--- config.mk ---
export PLATFORM = sky130hd
export DESIGN_NAME = sws_div
export DESIGN_NICKNAME = d
export VERILOG_FILES = /design/src/design/sws_pkg.sv /design/src/design/sws_div.sv
export SDC_FILE = /design/constraint.sdc
export NUM_CORES = 1
export LEC_CHECK = 0
export BUFFER_PORTS_ARGS = -buffer_cell sky130_fd_sc_hd__buf_4
export CAP_MARGIN = 20
export CORE_UTILIZATION = 60
export CTS_BUF_LIST = sky130_fd_sc_hd__clkbuf_4
export DETAILED_ROUTE_END_ITERATION = 16
export PLACE_DENSITY = 0.77
export SYNTH_ARGS = -nofsm -noshare
export SYNTH_HDL_FRONTEND = slang
export SYNTH_SLANG_ARGS = --single-unit
--- constraint.sdc ---
create_clock -name clk -period 3.8 [get_ports clk]
set_input_delay 0.76 -clock clk [delete_from_list [all_inputs] [get_ports clk]]
set_output_delay 0.76 -clock clk [all_outputs]
set_load 0.02 [all_outputs]
--- src/design/sws_pkg.sv ---
// shared types and constants for the sliding window smoother
package sws_pkg;

    localparam int SAMPLE_W   = 32;
    localparam int ACC_W      = 64;
    localparam int PROD_SHIFT = 6;
    localparam int OUT_SHIFT  = 24;
    localparam int QUOT_W     = ACC_W + 1 - OUT_SHIFT;
    localparam int QCNT_W     = 6;
    localparam int IDX_W      = 5;
    localparam int ACTION_W   = 2;
    localparam int IN_DATA_W  = 72;
    localparam int OUT_DATA_W = 64;

    typedef enum logic [ACTION_W-1:0] {
        ACT_PUSH  = 2'd0,
        ACT_FLUSH = 2'd1,
        ACT_LOAD  = 2'd2,
        ACT_NONE  = 2'd3
    } action_t;

    typedef enum logic [1:0] {
        ST_IDLE,
        ST_MAC,
        ST_DIV,
        ST_OUT
    } sws_state_t;

endpackage

--- src/design/sws_div.sv ---
// rounded division of the sum by count times 2^24, with saturation
module sws_div #(
    parameter int CNT_W = 6
) (
    input  logic                                clk,
    input  logic                                rst_n,
    input  logic                                start,
    input  logic signed [sws_pkg::ACC_W-1:0]    acc_in,
    input  logic [CNT_W-1:0]                    count,
    output logic                                done,
    output logic [sws_pkg::SAMPLE_W-1:0]        result
);
    import sws_pkg::*;

    logic                  prep_reg, run_reg, fin_reg, done_reg;
    logic [QCNT_W-1:0]     cnt_reg;
    logic                  neg_reg;
    logic [ACC_W-1:0]      mag_reg;
    logic [CNT_W-1:0]      den_reg;
    logic [QUOT_W-1:0]     num_reg;
    logic [QUOT_W-1:0]     quo_reg;
    logic [CNT_W-1:0]      rem_reg;
    logic [SAMPLE_W-1:0]   result_reg;
    logic [ACC_W:0]        biased;
    logic [CNT_W:0]        rem_try;
    logic                  fits;

    // adding half the divisor before the floor gives round half away from zero
    assign biased  = {1'b0, mag_reg} + ((ACC_W+1)'(den_reg) << (OUT_SHIFT-1));
    assign rem_try = {rem_reg, num_reg[QUOT_W-1]};
    assign fits    = rem_try >= {1'b0, den_reg};

    always_ff @(posedge clk or negedge rst_n)
    begin
        if (!rst_n)
        begin
            prep_reg <= 1'b0;
            run_reg  <= 1'b0;
            fin_reg  <= 1'b0;
            done_reg <= 1'b0;
            cnt_reg  <= '0;
        end
        else
        begin
            prep_reg <= start;
            fin_reg  <= run_reg && (cnt_reg == QCNT_W'(1));
            done_reg <= fin_reg;
            if (prep_reg)
            begin
                run_reg <= 1'b1;
                cnt_reg <= QCNT_W'(QUOT_W);
            end
            else if (run_reg)
            begin
                cnt_reg <= cnt_reg - QCNT_W'(1);
                if (cnt_reg == QCNT_W'(1))
                begin
                    run_reg <= 1'b0;
                end
            end
        end
    end

    always_ff @(posedge clk)
    begin
        if (start)
        begin
            neg_reg <= acc_in[ACC_W-1];
            mag_reg <= acc_in[ACC_W-1] ? ACC_W'(-acc_in) : ACC_W'(acc_in);
            den_reg <= count;
        end
        if (prep_reg)
        begin
            num_reg <= biased[ACC_W:OUT_SHIFT];
            rem_reg <= '0;
            quo_reg <= '0;
        end
        else if (run_reg)
        begin
            num_reg <= {num_reg[QUOT_W-2:0], 1'b0};
            quo_reg <= {quo_reg[QUOT_W-2:0], fits};
            rem_reg <= fits ? CNT_W'(rem_try - {1'b0, den_reg}) : CNT_W'(rem_try);
        end
        if (fin_reg)
        begin
            if (neg_reg)
            begin
                result_reg <= (quo_reg > QUOT_W'(33'h080000000)) ? 32'h80000000
                                                                 : -quo_reg[SAMPLE_W-1:0];
            end
            else
            begin
                result_reg <= (quo_reg > QUOT_W'(32'h7FFFFFFF)) ? 32'h7FFFFFFF
                                                                : quo_reg[SAMPLE_W-1:0];
            end
        end
    end

    assign done   = done_reg;
    assign result = result_reg;

endmodule

==> impl_metrics.ini, run 1 <==
[status]
outcome = complete, no violations

[worst_setup_path]
start_kind = flop
crit_fanout = 14
cp.required_ps = 4200
worstSetupEndpointType = flop
crit_arrival_ps = 3630
path_class = reg2reg

[placed_design]
place_area_um2 = 10400
portBuffers = 105
dp.cells = 1202
dp_slack_ps = 582
hpwlAfterDp_um = 12900
place_congestion = 0.908

[floorplanning]
fp.dieArea_um2 = 16500
rows = 45
die_h_um = 128
die-width_um = 128
ioPinCount = 106
core_um2 = 15400
initial_core_util_pct = 62.4

[sta]
maxSlewViolCount = 0
rsz0062_at_grt = false
hold_slack_ps = 381
max_slew_margin_pct = 48.5
setup_tns_ps = 0
hold_violations = 0
final.period_utilization_pct = 85.1
fin_skew_ps = 24.5
max_freq_mhz = 309
setup_slack_ps = 567
fin_crit_ps = 3230
setup_viol = 0
worst_slew_pin_slew_ps = 765

[yosys]
synth_seq_cells = 178
synth_nets = 1021
postSynthCellCount = 931
async_reset_ff_share_pct = 5.62
seq_area_frac_synth_pct = 50.3
yosys.cell_types.count = 69
synth_flop_cell = edfxtp_1
synthMuxAreaShare_pct = 5.20
synth_edf_count = 121
syn_avg_cell_area_um2 = 10.3
synth_compound_area_share_pct = 11.8
synthAdderAreaFrac_pct = 2.38
ys_warn_count = 0
synth_xor_area_share_pct = 7.68
syn_area_um2 = 9580
synth_top_family_by_area = simple AND/OR/NAND/NOR gates
yosys.area_share.simple_pct = 18.4

[finish]
fin_nets = 1101
area_growth_pct = 11.8
fillers = 1184
final_common_cell = edfxtp_1
final_cells = 1236
layout_common_cells = edfxtp_1 (121), buf_4 (115), nor2_1 (114)
final_util_pct = 69.7
drive_above_1_share_pct = 17.6
final_area_um2 = 10700

[route]
vias = 7147
drcViolationCount = 0
first_pass_iters = 7
ant_nets = 0
drt-initial-drc-count = 655
wl_um = 18300
wire_per_inst_um = 14.8
vias_per_cell = 5.78

[clock_tree]
clkLatencyLatePin_ps = 560
cts.sinks = 178
htree_levels = 4
cts-resized-gates = 0
cts_buffers = 17
cts_tree = yes
clk_path_buf_depth = 2
clk_pin_slew_ps = 130
cts-root-buf = clkbuf_4

[power]
leakagePower_nw = 4.49
switching_share_pct = 29.4
pwr-share-clk_pct = 22.9
p_int_mw = 3.35
power_mw = 4.75
max-vdd-ir-drop_v = 0.000188
power_density_nw_per_um2 = 443
p_switching_mw = 1.40
p_seq_share_pct = 50.9
pwr-share-comb_pct = 26.2

[grt]
grt_pass1_vias = 6293
overflow = 0
grt_pass1_wl_um = 29700
grtUsageTotal_pct = 22.8
grt_antenna_before_repair = 1
grt_max_degree = 71

[min_path]
worstHoldPathType = in2reg

[job]
maxCapViolCount = 0
## critical path: stages (launching register included)
cell and delay (ps):
dfxtp_1 360, inv_1 100, ha_1 270, or4b_4 530, or4_4 560, or4_4 520
nand2_1 340, o311ai_0 210, a31oi_1 200
## cell families after synthesis
kind of cell               count (synthesis)
and+or+nand+nor                          350
muxes                                     49
AOI/OAI and AO/OA                        175
DFF                                      178
adders and majority gates                 17
buffers and inverters                     78
xor gates and xnor gates                  84
## routing by layer
layer  track usage, %  up-vias  wire, um
met5                0        -         0
met4             8.03        0       285
met3             4.32       22      1000
met2             37.5      249      8560
met1             30.4     3290      8470
li1                 -     3586         -
## layout make-up
type,instances,area (um^2),area share (%)
Multi-Input combinational cell,675,4360,40.7
Antenna cell,1,2.50,0.0233
Clock buffer,18,135,1.26
Tap cell,211,264,2.46
Inverter,23,86.3,0.805
Sequential cell,178,4830,45.1
Clock inverter,14,164,1.53
Timing Repair Buffer,116,873,8.15
## worst paths after layout
check	to	start	cells after the start	slack [ps]
hold / removal	den_reg[4]	count[4]	1	380
max in group asynchronous	prep_reg	rst_n	2	3060
setup / recovery	result[22]	quo_reg[0]	8	570
hold reg to reg	done	fin_reg	0	420
min in group asynchronous	cnt_reg[4]	rst_n	2	570
setup reg to reg	result[22]	quo_reg[0]	8	570
## Yosys cell counts, types with 10 or more instances
cell      instances  share of area [%]
a211o_1          11                1.0
o21ai_0          29                1.5
o31ai_1          19                1.5
xnor2_1          67                6.1
nor2_1          114                4.5
dfrtp_1          10                2.6
inv_1            23               0.90
nor3_1           38                2.0
nor4_1           24                1.6
nand4_1          19                1.2
and3_1           13               0.85
clkbuf_1         30                1.2
xor2_1           17                1.6
or3_1            10               0.65
a21oi_1          53                2.8
ha_1             15                2.0
mux2i_1          43                4.5
nand2_1          55                2.2
edfxtp_1        121                 38
dfxtp_1          47                9.8
nand3_1          25                1.3
## what timing repair did
item,CTS,global route
endpoints found under the hold margin,10,0
buffers inserted,0,0
hold buffers,1,0
## power by group through the flow
stage | registers, mW | logic [mW] | clock network, mW
floorplan | 2.42 | 0.964 | 0
global placement | 2.45 | 1.21 | 0
CTS | 2.41 | 1.24 | 1.12
global route | 2.44 | 1.38 | 1.19
detailed placement | 2.46 | 1.23 | 0
finish | 2.41 | 1.25 | 1.09
No activity file was read; power rests on OpenSTA's default activity.
==> run 2: changes to the inputs <==
--- a/config.mk
+++ b/config.mk
@@ -6,11 +6,13 @@
 export NUM_CORES = 1
 export LEC_CHECK = 0
 export BUFFER_PORTS_ARGS = -buffer_cell sky130_fd_sc_hd__buf_4
-export CAP_MARGIN = 20
+export CAP_MARGIN = 30
 export CORE_UTILIZATION = 60
 export CTS_BUF_LIST = sky130_fd_sc_hd__clkbuf_4
 export DETAILED_ROUTE_END_ITERATION = 16
+export MAX_ROUTING_LAYER = met4
 export PLACE_DENSITY = 0.77
+export SLEW_MARGIN = 15
 export SYNTH_ARGS = -nofsm -noshare
 export SYNTH_HDL_FRONTEND = slang
 export SYNTH_SLANG_ARGS = --single-unit
==> run 2 against run 1 <==
  * Count of clock-buffer cells in the layout fell by 1
  * Hold slack lost 31 ps
  * First-iteration DRC count grew 15%
  * Core utilization up 0.17 points
  * Largest power group unchanged
  * Sequential power about the same
  * Wire length increased by 2.5%
  * Highest routed layer unchanged
  * Setup slack got worse by 28 ps
  * Combinational power barely moved
  * Largest cell class unchanged
==> impl_metrics.ini, run 2 (synthesized netlist as in run 1, its figures left out) <==
[status]
outcome = complete, no violations

[route]
vias = 7190
drt-initial-drc-count = 753
ant_nets = 0
drcViolationCount = 0
wl_um = 18800
wire_per_inst_um = 15.2
vias_per_cell = 5.83
first_pass_iters = 5

[power]
leakagePower_nw = 4.49
max-vdd-ir-drop_v = 0.000193
power_density_nw_per_um2 = 456
power_mw = 4.90

[finish]
final_area_um2 = 10700
layout_common_cells = edfxtp_1 (121), nor2_1 (114), buf_4 (113)
fillers = 1248
drive_above_1_share_pct = 17.2
final_cells = 1234
fin_nets = 1099
area_growth_pct = 12.1
final_common_cell = edfxtp_1
final_util_pct = 69.9

[sta]
worst_slew_pin_slew_ps = 800
max_freq_mhz = 307
hold_violations = 0
rsz0062_at_grt = false
setup_tns_ps = 0
maxSlewViolCount = 0
max_slew_margin_pct = 46.7
setup_viol = 0
final.period_utilization_pct = 85.8
fin_skew_ps = 19.7
setup_slack_ps = 539
fin_crit_ps = 3260
hold_slack_ps = 349

[worst_setup_path]
worstSetupEndpointType = flop
rrSetupSlack_ps = 540
reg2regPathDepth = 8
rr_startpoint = quo_reg[0]
crit_arrival_ps = 3690
cp.required_ps = 4230
startpoint = quo_reg[0]
crit_end = result[22]
worstReg2RegEnd = result[22]
crit_fanout = 14
start_kind = flop
path_class = reg2reg

[floorplanning]
initial_core_util_pct = 62.4
ioPinCount = 106
rows = 45
core_um2 = 15400
die_h_um = 128
fp.dieArea_um2 = 16500
die-width_um = 128

[clock_tree]
clkLatencyLatePin_ps = 590
clk_path_buf_depth = 2
cts-root-buf = clkbuf_4
cts.sinks = 178
cts-resized-gates = 0
clk_pin_slew_ps = 140
cts_tree = yes
cts_buffers = 17
htree_levels = 4

[job]
maxCapViolCount = 0

[grt]
grt_max_degree = 65
grt_pass1_wl_um = 30900
grtUsageTotal_pct = 24.6
grt_pass1_vias = 6456
overflow = 0
grt_antenna_before_repair = 1

[min_path]
worstHoldPathType = in2reg

[placed_design]
dp.cells = 1200
place_area_um2 = 10400
dp_slack_ps = 596
hpwlAfterDp_um = 13000
portBuffers = 105
place_congestion = 0.927
[run 2: changes by cell type in the layout (fill, tap and decap cells not counted)]
cell	before	now
buf_4	115	113
clkinv_2	4	2
clkinv_4	3	1
bufinv_16	3	5
clkbuf_4	18	17
inv_6	1	2
clkinv_1	1	3
[run 2: routing by layer]
layer	part of all wire (%)	GRT usage [%]
met4	2.2	9.13
met2	46	38.6
met5	0	-
met1	47	32.0
met3	5.0	4.49
[run 2: timing repair]
item,CTS,global route
hold buffers,1,0
endpoints found under the hold margin,10,0
buffers inserted,0,0
[run 2: area by class of cell]
cell class	count	area, um^2	area share [%]
timing repair buffer	114	858	7.99
clock inverter	15	213	1.98
clock buffer	17	128	1.19
inverter	23	86.3	0.803
antenna	1	2.50	0.0233
sequential	178	4830	44.9
tap	211	264	2.46
multi-input combinational	675	4360	40.6
[run 2: worst min-delay path by stage]
stage,from,end,slack [ps],cells after the start
5_1_grt,count[2],den_reg[2],300,1
3_5_place_dp,fin_reg,done,360,0
2_1_floorplan,rst_n,cnt_reg[0],460,0
6_report,count[2],den_reg[2],350,1
4_1_cts,count[5],den_reg[5],320,1
3_3_place_gp,fin_reg,done,360,0
[run 2: power by group]
part	total (mW)	internal, mW	leakage, nW	switching (mW)
logic	1.25	0.588	2.64	0.660
clock network	1.23	0.583	0.175	0.642
registers	2.42	2.30	1.68	0.125
[run 2: critical path, cell delays in order (launching register included)]
cell      delay (ps)
dfxtp_1          370
inv_1            110
ha_1             260
or4b_4           520
or4_4            550
or4_4            520
nand2_1          350
o311ai_0         210
a31oi_1          210
